### src/tsc_pkg.sv
// shared constants, register map and types for the touch sample calibration block
`default_nettype none

package tsc_pkg;

    // screen size in pixels
    localparam int SCREEN_W = 320;
    localparam int SCREEN_H = 240;

    // raw conversion full scale
    localparam int          RAW_W      = 12;
    localparam logic [12:0] FULL_SCALE = 13'd4095;

    // field widths
    localparam int PRES_W   = 13;
    localparam int COL_W    = 9;
    localparam int ROW_W    = 8;
    localparam int ORIENT_W = 3;

    // divider sizing: |raw diff| * (size - 1) fits in RAW_W + clog2(size) bits
    localparam int DIM_W  = $clog2((SCREEN_W > SCREEN_H) ? SCREEN_W : SCREEN_H);
    localparam int NUM_W  = RAW_W + DIM_W;
    localparam int SPAN_W = RAW_W;
    localparam int CNT_W  = $clog2(NUM_W + 1);

    // register map, index = paddr / 4
    localparam int ADDR_W  = 5;
    localparam int REG_IDX_W = 3;
    typedef enum logic [REG_IDX_W-1:0] {
        REG_PRESSURE_MIN = 3'd0,
        REG_RAW_MIN_X    = 3'd1,
        REG_RAW_MAX_X    = 3'd2,
        REG_RAW_MIN_Y    = 3'd3,
        REG_RAW_MAX_Y    = 3'd4,
        REG_ORIENT_FLAGS = 3'd5,
        REG_ZONE_TOP_ROW = 3'd6,
        REG_SPLIT_COLUMN = 3'd7
    } reg_idx_t;

    // orientation flag bits
    localparam int ORIENT_SWAP  = 0;
    localparam int ORIENT_INV_X = 1;
    localparam int ORIENT_INV_Y = 2;

    // sequencer states
    typedef enum logic [3:0] {
        ST_IDLE = 4'b0001,
        ST_PREP = 4'b0010,
        ST_DIV  = 4'b0100,
        ST_DONE = 4'b1000
    } state_t;

endpackage

`default_nettype wire

### src/touch_sample_calibrate_zone_unit.sv
// top level: pressure check, axis calibration, clamping and button zone decode
//
// One sample is taken at a time. Its result is computed by the two restoring
// dividers, one per axis, which run side by side and produce one quotient bit
// per cycle. A finished result sits in the output register until taken; the
// next sample is accepted while it waits. The held screen position changes
// only on a valid touch and is reported with every result. Registers are
// written over the APB port; the user must write them only while the block
// is idle, as the block itself has no check that enforces this.
`default_nettype none

module touch_sample_calibrate_zone_unit (
    input  wire         clk,
    input  wire         rst_n,
    // apb configuration port
    input  wire         psel,
    input  wire         penable,
    input  wire         pwrite,
    input  wire [4:0]   paddr,
    input  wire [31:0]  pwdata,
    output logic [31:0] prdata,
    output logic        pready,
    // sample input: z1_reading[11:0], z2_reading[23:12], raw_x[35:24], raw_y[47:36]
    input  wire         s_tvalid,
    output logic        s_tready,
    input  wire [47:0]  s_tdata,
    // result: screen_x[8:0], screen_y[16:9], pressure[29:17], button_a[30], button_b[31]
    output logic        m_tvalid,
    input  wire         m_tready,
    output logic [31:0] m_tdata,
    // result flag: touched[0]
    output logic        m_tuser
);
    import tsc_pkg::*;

    // configuration registers
    logic [PRES_W-1:0]   pressure_min_reg;
    logic [RAW_W-1:0]    raw_min_x_reg;
    logic [RAW_W-1:0]    raw_max_x_reg;
    logic [RAW_W-1:0]    raw_min_y_reg;
    logic [RAW_W-1:0]    raw_max_y_reg;
    logic [ORIENT_W-1:0] orient_flags_reg;
    logic [ROW_W-1:0]    zone_top_row_reg;
    logic [COL_W-1:0]    split_column_reg;
    logic                cfg_write;
    reg_idx_t            cfg_idx;

    // sequencer and sample registers
    state_t              state_reg;
    state_t              state_next;
    logic [RAW_W-1:0]    raw_x_reg;
    logic [RAW_W-1:0]    raw_y_reg;
    logic [PRES_W-1:0]   pressure_reg;
    logic                touch_reg;
    logic                neg_x_reg;
    logic                neg_y_reg;
    logic                zero_x_reg;
    logic                zero_y_reg;

    // output registers
    logic                out_valid_reg;
    logic                out_touch_reg;
    logic [PRES_W-1:0]   out_pressure_reg;
    logic                out_a_reg;
    logic                out_b_reg;
    logic [COL_W-1:0]    held_col_reg;
    logic [ROW_W-1:0]    held_row_reg;

    // combinational helpers
    logic [RAW_W-1:0]    z1_in;
    logic [RAW_W-1:0]    z2_in;
    logic [RAW_W-1:0]    rx_in;
    logic [RAW_W-1:0]    ry_in;
    logic [PRES_W-1:0]   pressure_in;
    logic                touch_in;
    logic                accept;
    logic                out_free;
    logic [RAW_W-1:0]    ax;
    logic [RAW_W-1:0]    ay;
    logic [RAW_W:0]      dx;
    logic [RAW_W:0]      dy;
    logic [RAW_W:0]      span_x;
    logic [RAW_W:0]      span_y;
    logic [RAW_W:0]      dx_abs;
    logic [RAW_W:0]      dy_abs;
    logic [RAW_W:0]      span_x_abs;
    logic [RAW_W:0]      span_y_abs;
    logic [NUM_W-1:0]    num_x;
    logic [NUM_W-1:0]    num_y;
    logic                div_start;
    logic                busy_x;
    logic                busy_y;
    logic [NUM_W-1:0]    quo_x;
    logic [NUM_W-1:0]    quo_y;
    logic [NUM_W-1:0]    cal_x;
    logic [NUM_W-1:0]    cal_y;
    logic [NUM_W-1:0]    fin_x;
    logic [NUM_W-1:0]    fin_y;
    logic [COL_W-1:0]    col_new;
    logic [ROW_W-1:0]    row_new;
    logic                in_zone;

    // apb access
    assign pready    = 1'b1;
    assign cfg_idx   = reg_idx_t'(paddr[ADDR_W-1:2]);
    assign cfg_write = psel && penable && pwrite;

    always_ff @(posedge clk or negedge rst_n)
    begin
        if (!rst_n)
        begin
            pressure_min_reg <= PRES_W'(400);
            raw_min_x_reg    <= RAW_W'(200);
            raw_max_x_reg    <= RAW_W'(3900);
            raw_min_y_reg    <= RAW_W'(200);
            raw_max_y_reg    <= RAW_W'(3900);
            orient_flags_reg <= '0;
            zone_top_row_reg <= ROW_W'(120);
            split_column_reg <= COL_W'(160);
        end
        else if (cfg_write)
        begin
            case (cfg_idx)
                REG_PRESSURE_MIN: pressure_min_reg <= pwdata[PRES_W-1:0];
                REG_RAW_MIN_X:    raw_min_x_reg    <= pwdata[RAW_W-1:0];
                REG_RAW_MAX_X:    raw_max_x_reg    <= pwdata[RAW_W-1:0];
                REG_RAW_MIN_Y:    raw_min_y_reg    <= pwdata[RAW_W-1:0];
                REG_RAW_MAX_Y:    raw_max_y_reg    <= pwdata[RAW_W-1:0];
                REG_ORIENT_FLAGS: orient_flags_reg <= pwdata[ORIENT_W-1:0];
                REG_ZONE_TOP_ROW: zone_top_row_reg <= pwdata[ROW_W-1:0];
                REG_SPLIT_COLUMN: split_column_reg <= pwdata[COL_W-1:0];
                default:          ;
            endcase
        end
    end

    // register read back
    always_comb
    begin
        case (cfg_idx)
            REG_PRESSURE_MIN: prdata = 32'(pressure_min_reg);
            REG_RAW_MIN_X:    prdata = 32'(raw_min_x_reg);
            REG_RAW_MAX_X:    prdata = 32'(raw_max_x_reg);
            REG_RAW_MIN_Y:    prdata = 32'(raw_min_y_reg);
            REG_RAW_MAX_Y:    prdata = 32'(raw_max_y_reg);
            REG_ORIENT_FLAGS: prdata = 32'(orient_flags_reg);
            REG_ZONE_TOP_ROW: prdata = 32'(zone_top_row_reg);
            REG_SPLIT_COLUMN: prdata = 32'(split_column_reg);
            default:          prdata = '0;
        endcase
    end

    // input unpack, pressure and touch decision
    assign z1_in       = s_tdata[11:0];
    assign z2_in       = s_tdata[23:12];
    assign rx_in       = s_tdata[35:24];
    assign ry_in       = s_tdata[47:36];
    assign pressure_in = {1'b0, z1_in} + FULL_SCALE - {1'b0, z2_in};
    assign touch_in    = (pressure_in >= pressure_min_reg) && (rx_in != '0) && (ry_in != '0);

    assign s_tready = (state_reg == ST_IDLE);
    assign accept   = s_tvalid && s_tready;
    assign out_free = !out_valid_reg || m_tready;

    // axis swap, offsets and spans as sign and magnitude
    always_comb
    begin
        ax         = orient_flags_reg[ORIENT_SWAP] ? raw_y_reg : raw_x_reg;
        ay         = orient_flags_reg[ORIENT_SWAP] ? raw_x_reg : raw_y_reg;
        dx         = {1'b0, ax} - {1'b0, raw_min_x_reg};
        dy         = {1'b0, ay} - {1'b0, raw_min_y_reg};
        span_x     = {1'b0, raw_max_x_reg} - {1'b0, raw_min_x_reg};
        span_y     = {1'b0, raw_max_y_reg} - {1'b0, raw_min_y_reg};
        dx_abs     = dx[RAW_W] ? -dx : dx;
        dy_abs     = dy[RAW_W] ? -dy : dy;
        span_x_abs = span_x[RAW_W] ? -span_x : span_x;
        span_y_abs = span_y[RAW_W] ? -span_y : span_y;
        num_x      = NUM_W'(dx_abs[RAW_W-1:0]) * NUM_W'(SCREEN_W - 1);
        num_y      = NUM_W'(dy_abs[RAW_W-1:0]) * NUM_W'(SCREEN_H - 1);
    end

    assign div_start = (state_reg == ST_PREP);

    tsc_div u_div_x (
        .clk      (clk),
        .rst_n    (rst_n),
        .start    (div_start),
        .dividend (num_x),
        .divisor  (span_x_abs[SPAN_W-1:0]),
        .busy     (busy_x),
        .quotient (quo_x)
    );

    tsc_div u_div_y (
        .clk      (clk),
        .rst_n    (rst_n),
        .start    (div_start),
        .dividend (num_y),
        .divisor  (span_y_abs[SPAN_W-1:0]),
        .busy     (busy_y),
        .quotient (quo_y)
    );

    // clamp, invert and zone decode
    always_comb
    begin
        if (zero_x_reg || neg_x_reg)
            cal_x = '0;
        else if (quo_x > NUM_W'(SCREEN_W - 1))
            cal_x = NUM_W'(SCREEN_W - 1);
        else
            cal_x = quo_x;
        if (zero_y_reg || neg_y_reg)
            cal_y = '0;
        else if (quo_y > NUM_W'(SCREEN_H - 1))
            cal_y = NUM_W'(SCREEN_H - 1);
        else
            cal_y = quo_y;
        fin_x   = orient_flags_reg[ORIENT_INV_X] ? NUM_W'(SCREEN_W - 1) - cal_x : cal_x;
        fin_y   = orient_flags_reg[ORIENT_INV_Y] ? NUM_W'(SCREEN_H - 1) - cal_y : cal_y;
        col_new = fin_x[COL_W-1:0];
        row_new = fin_y[ROW_W-1:0];
        in_zone = (row_new >= zone_top_row_reg);
    end

    // sequencer
    always_comb
    begin
        state_next = state_reg;
        case (state_reg)
            ST_IDLE: if (accept) state_next = ST_PREP;
            ST_PREP: state_next = ST_DIV;
            ST_DIV:  if (!busy_x && !busy_y) state_next = ST_DONE;
            ST_DONE: if (out_free) state_next = ST_IDLE;
            default: state_next = ST_IDLE;
        endcase
    end

    always_ff @(posedge clk or negedge rst_n)
    begin
        if (!rst_n)
        begin
            state_reg <= ST_IDLE;
        end
        else
        begin
            state_reg <= state_next;
        end
    end

    // sample capture and sign flags
    always_ff @(posedge clk)
    begin
        if (accept)
        begin
            raw_x_reg    <= rx_in;
            raw_y_reg    <= ry_in;
            pressure_reg <= pressure_in;
            touch_reg    <= touch_in;
        end
        if (div_start)
        begin
            neg_x_reg  <= dx[RAW_W] ^ span_x[RAW_W];
            neg_y_reg  <= dy[RAW_W] ^ span_y[RAW_W];
            zero_x_reg <= (span_x == '0);
            zero_y_reg <= (span_y == '0);
        end
    end

    // output register and held position
    always_ff @(posedge clk or negedge rst_n)
    begin
        if (!rst_n)
        begin
            out_valid_reg <= 1'b0;
            held_col_reg  <= '0;
            held_row_reg  <= '0;
        end
        else if (state_reg == ST_DONE && out_free)
        begin
            out_valid_reg <= 1'b1;
            if (touch_reg)
            begin
                held_col_reg <= col_new;
                held_row_reg <= row_new;
            end
        end
        else if (m_tready)
        begin
            out_valid_reg <= 1'b0;
        end
    end

    always_ff @(posedge clk)
    begin
        if (state_reg == ST_DONE && out_free)
        begin
            out_touch_reg    <= touch_reg;
            out_pressure_reg <= pressure_reg;
            out_a_reg        <= touch_reg && in_zone && (col_new < split_column_reg);
            out_b_reg        <= touch_reg && in_zone && !(col_new < split_column_reg);
        end
    end

    assign m_tvalid = out_valid_reg;
    assign m_tuser  = out_touch_reg;
    assign m_tdata  = {out_b_reg, out_a_reg, out_pressure_reg, held_row_reg, held_col_reg};

endmodule

`default_nettype wire

### src/tsc_div.sv
// unsigned restoring divider, one quotient bit per cycle
`default_nettype none

module tsc_div (
    input  wire                       clk,
    input  wire                       rst_n,
    input  wire                       start,
    input  wire [tsc_pkg::NUM_W-1:0]  dividend,
    input  wire [tsc_pkg::SPAN_W-1:0] divisor,
    output logic                      busy,
    output logic [tsc_pkg::NUM_W-1:0] quotient
);
    import tsc_pkg::*;

    logic [NUM_W-1:0]  quo_reg;
    logic [NUM_W-1:0]  quo_next;
    logic [SPAN_W-1:0] rem_reg;
    logic [SPAN_W-1:0] rem_next;
    logic [SPAN_W-1:0] divisor_reg;
    logic [CNT_W-1:0]  cnt_reg;
    logic              busy_reg;
    logic [SPAN_W:0]   shifted;
    logic [SPAN_W:0]   diff;
    logic              fits;

    // one trial subtraction per cycle
    always_comb
    begin
        shifted  = {rem_reg, quo_reg[NUM_W-1]};
        diff     = shifted - {1'b0, divisor_reg};
        fits     = !diff[SPAN_W];
        rem_next = fits ? diff[SPAN_W-1:0] : shifted[SPAN_W-1:0];
        quo_next = {quo_reg[NUM_W-2:0], fits};
    end

    // control
    always_ff @(posedge clk or negedge rst_n)
    begin
        if (!rst_n)
        begin
            busy_reg <= 1'b0;
            cnt_reg  <= '0;
        end
        else if (start)
        begin
            busy_reg <= 1'b1;
            cnt_reg  <= CNT_W'(NUM_W);
        end
        else if (busy_reg)
        begin
            cnt_reg <= cnt_reg - 1'b1;
            if (cnt_reg == CNT_W'(1))
            begin
                busy_reg <= 1'b0;
            end
        end
    end

    // datapath
    always_ff @(posedge clk)
    begin
        if (start)
        begin
            quo_reg     <= dividend;
            rem_reg     <= '0;
            divisor_reg <= divisor;
        end
        else if (busy_reg)
        begin
            quo_reg <= quo_next;
            rem_reg <= rem_next;
        end
    end

    assign busy     = busy_reg;
    assign quotient = quo_reg;

endmodule

`default_nettype wire
### config.mk
export PLATFORM = sky130hd
export DESIGN_NAME = touch_sample_calibrate_zone_unit
export DESIGN_NICKNAME = d
export VERILOG_FILES = /design/src/tsc_pkg.sv /design/src/touch_sample_calibrate_zone_unit.sv /design/src/tsc_div.sv
export SDC_FILE = /design/constraint.sdc
export NUM_CORES = 1
export LEC_CHECK = 0
export BUFFER_PORTS_ARGS = -buffer_cell sky130_fd_sc_hd__clkbuf_2
export CAP_MARGIN = 5
export CORE_MARGIN = 5
export CORE_UTILIZATION = 55
export CTS_BUF_LIST = sky130_fd_sc_hd__clkbuf_4 sky130_fd_sc_hd__clkbuf_8
export DETAILED_ROUTE_END_ITERATION = 8
export PLACE_DENSITY = 0.74
export SLEW_MARGIN = 10
export SYNTH_ARGS = -nofsm -noshare
export SYNTH_HDL_FRONTEND = slang
export SYNTH_SLANG_ARGS = --single-unit
### constraint.sdc
create_clock -name clk -period 10 [get_ports clk]
set_input_delay 1.5 -clock clk [delete_from_list [all_inputs] [get_ports clk]]
set_output_delay 1.5 -clock clk [all_outputs]
set_load 0.02 [all_outputs]
==> summary.md <==
| Metric | Value |
|---|---|
| Finish-stage setup viols | `0` |
| Maximum clock path buffer count | `3` |
| Non-filler cells in the finished layout | `2844` |
| Port Buffers | `118` |
| Sequential fraction of the synthesis area | `0.339` |
| Vias | `15900` |
| Number of max-cap violations | `0` |
| Clock Latency Late Sink | `0.63 ns` |
| Worst Skew | `0.0303 ns` |
| Number of DRC markers in iteration 0 | `1114` |
| Routed WL | `49300 um` |
| RSZ-0062 raised after global routing | `false` |
| Post-synth EDFFs | `123` |
| Starting Density | `0.557` |
| Routed Antenna Nets | `0` |
| Worst setup path start | `orient_flags_reg[0]` |
| Met3 WL | `3530 um` |
| Hold_buf cts | `0` |
| Die W | `205 um` |
| Type of the worst setup path | `reg -> reg` |
| Total GRT Usage | `0.239` |
| CORE AREA | `37700 um2` |
| Drt wl/cell | `17.3 um` |
| Share of cells above drive strength 1 | `0.152` |
| Drt first pass iters | `6` |
| Rows | `71` |
| CTS tree | `built` |
| Die Height | `205 um` |
| Routability cong. | `0.906` |
| Top Metal Used | `met4` |
| CTS resizes | `0` |
| Max-slew violation count | `0` |
| Dpl hpwl | `39000 um` |
| DP Area | `22000 um2` |
| WP data arrival | `9.09 ns` |
| First-pass GRT wire length | `80800 um` |
| #FFs+latches synth | `263` |
| Final net count | `2692` |
| CP required | `10.35 ns` |
| Cells after Synth | `2173` |
| Ys Warns | `0` |
| Crit path capture type | `flop` |
| Ports | `160` |
| Design area | `23100 um2` |
| Netlist Area Pre-Place | `21000 um2` |
| Worst slew margin | `0.298` |
| Crit-path max cell delay | `1.03 ns` |
| Critical-path top delay cell | `dfrtp_1` |
| Worst reg2reg path startpoint | `orient_flags_reg[0]` |
| Distinct cell type count after synthesis | `82` |
| Fmax | `0.114 GHz` |
| Hold Path Origin | `pressure_reg[10]` |
| Placed cells | `2760` |
| Wire length on met2 | `22100 um` |
| Vias per cell | `5.58` |
| Status | `completed` |
| Post-route DRC | `0` |
| Antenna violations before repair | `1` |
| Tmin final | `8.74 ns` |
| DIE AREA | `42200 um2` |
| Worst Tran Pin Value | `1.05 ns` |
| Post-Route M1 WL | `22000 um` |
| Synth Area per Inst | `9.66 um2` |
| Fin. Hold Viols | `0` |
| Final period util | `0.874` |
| Vias in the first global route | `15500` |
| Ys flop type | `edfxtp_1` |
| CTS clk-pin slew, worst paths | `0.06 ns` |
| Clock Tree Root | `clkbuf_8` |
| Post CTS Setup Buffer Count | `0` |
| Htree depth | `2` |
| Largest net degree at the start of global routing | `87` |
| Area delta synth->final | `10.1%` |
| Crit-path max FO | `26` |
| Class of the worst hold path | `reg -> reg` |
| Inserted Clock Buffers | `45` |
| GRT overflow | `0` |
| Critical path's most frequent cell | `fa_1` |
| Setup TNS | `0 ns` |
| Startpoint types | `flop` |
| # diodes | `0` |
| Ys async rst share | `0.437` |
| Clock Sinks | `263` |
-- synth_stat cells (16+ instances only) --
| cell type | n | share of area |
|---|---|---|
| dfxtp_1 | 25 | 0.024 |
| edfxtp_1 | 123 | 0.18 |
| buf_4 | 24 | 0.0086 |
| nor4_1 | 19 | 0.0057 |
| dfstp_2 | 32 | 0.040 |
| mux2i_1 | 30 | 0.014 |
| nand2_1 | 183 | 0.033 |
| xor2_1 | 47 | 0.020 |
| nand3_1 | 32 | 0.0076 |
| ha_1 | 217 | 0.13 |
| fa_1 | 87 | 0.083 |
| o21a_1 | 20 | 0.0072 |
| or3_1 | 18 | 0.0054 |
| o21ai_0 | 183 | 0.044 |
| nor2b_1 | 28 | 0.0083 |
| and3_1 | 16 | 0.0048 |
| nor3_1 | 42 | 0.010 |
| inv_1 | 300 | 0.054 |
| clkbuf_1 | 41 | 0.0073 |
| a21o_1 | 28 | 0.010 |
| a21oi_1 | 102 | 0.024 |
| dfrtp_1 | 83 | 0.099 |
| mux2_2 | 71 | 0.038 |
| nand2b_1 | 18 | 0.0054 |
| nor2_1 | 109 | 0.019 |
| xnor2_1 | 108 | 0.045 |
-- cell families after synthesis --
logic type	count (synthesis)	share of synthesized area
AND/OR/NAND/NOR	507	0.114
XOR/XNOR	159	0.0678
AO/OA/AOI/OAI	453	0.133
other	2	0.000358
buffers and inverters	375	0.0714
multiplexers	110	0.0621
adder cells (fa/ha/maj)	304	0.212
flip-flops	263	0.339
-- metrics by stage --
stage               hold slack, ns  setup WS [ns]  utilization
finish                       0.413           1.26        0.614
global route                 0.426          0.606        0.614
CTS                          0.417           1.27        0.614
detailed placement           0.405           1.27        0.585
global placement             0.403           1.37        0.585
floorplan                    0.400           2.01            -
-- critical path, delay by kind of cell (launching register included) --
| kind | cells | cell delay [ns] |
|---|---|---|
| AO/OA/AOI/OAI | 13 | 3.07 |
| adder cells (fa/ha/maj) | 7 | 2.85 |
| buffers and inverters | 3 | 0.16 |
| XOR/XNOR | 2 | 0.66 |
| flip-flops | 1 | 1.03 |
| AND/OR/NAND/NOR | 2 | 0.32 |
| multiplexers | 1 | 0.36 |
-- per-layer routing --
metal  global-route usage  up-vias
li1                     -     7723
met1                0.333     7584
met2                0.377      489
met3               0.0444       87
met4               0.0840        0
met5                    0        -
-- final timing paths --
kind | endpoint | slack, ns | cells past startpoint
min | out_pressure_reg[10] | 0.41 | 0
min reg2reg | out_pressure_reg[10] | 0.41 | 0
max | u_div_x.quotient[19] | 1.26 | 28
max reg2reg | u_div_x.quotient[19] | 1.26 | 28
min in group asynchronous | state_reg[3] | 0.87 | 1
max in group asynchronous | raw_min_y_reg[9] | 7.78 | 2
-- layout make-up --
type / instances / area [um2]
Tap cell: 511 / 639
Sequential cell: 263 / 7110
Timing Repair Buffer: 130 / 683
Multi-Input combinational cell: 1553 / 12500
Clock inverter: 21 / 294
Clock buffer: 63 / 792
Inverter: 303 / 1140
Fill cell: 3226 / 14600
-- placed cells by master, fill, tap and decap left out, drive strengths merged, types with 28 or more instances in the layout --
master | netlist | layout
ha | 217 | 217
edfxtp | 123 | 123
mux2 | 71 | 71
nand2 | 184 | 184
dfstp | 32 | 32
xnor2 | 112 | 112
clkbuf | 41 | 180
o21ai | 185 | 185
mux2i | 30 | 30
nor3 | 42 | 42
a21o | 28 | 28
nor2b | 28 | 28
nor2 | 110 | 110
a21oi | 104 | 104
xor2 | 47 | 47
inv | 301 | 303
nand3 | 32 | 32
fa | 87 | 87
dfrtp | 83 | 83
Power is not shown: default switching activity piles up to over one toggle a cycle in this logic, so the estimate is an artifact.
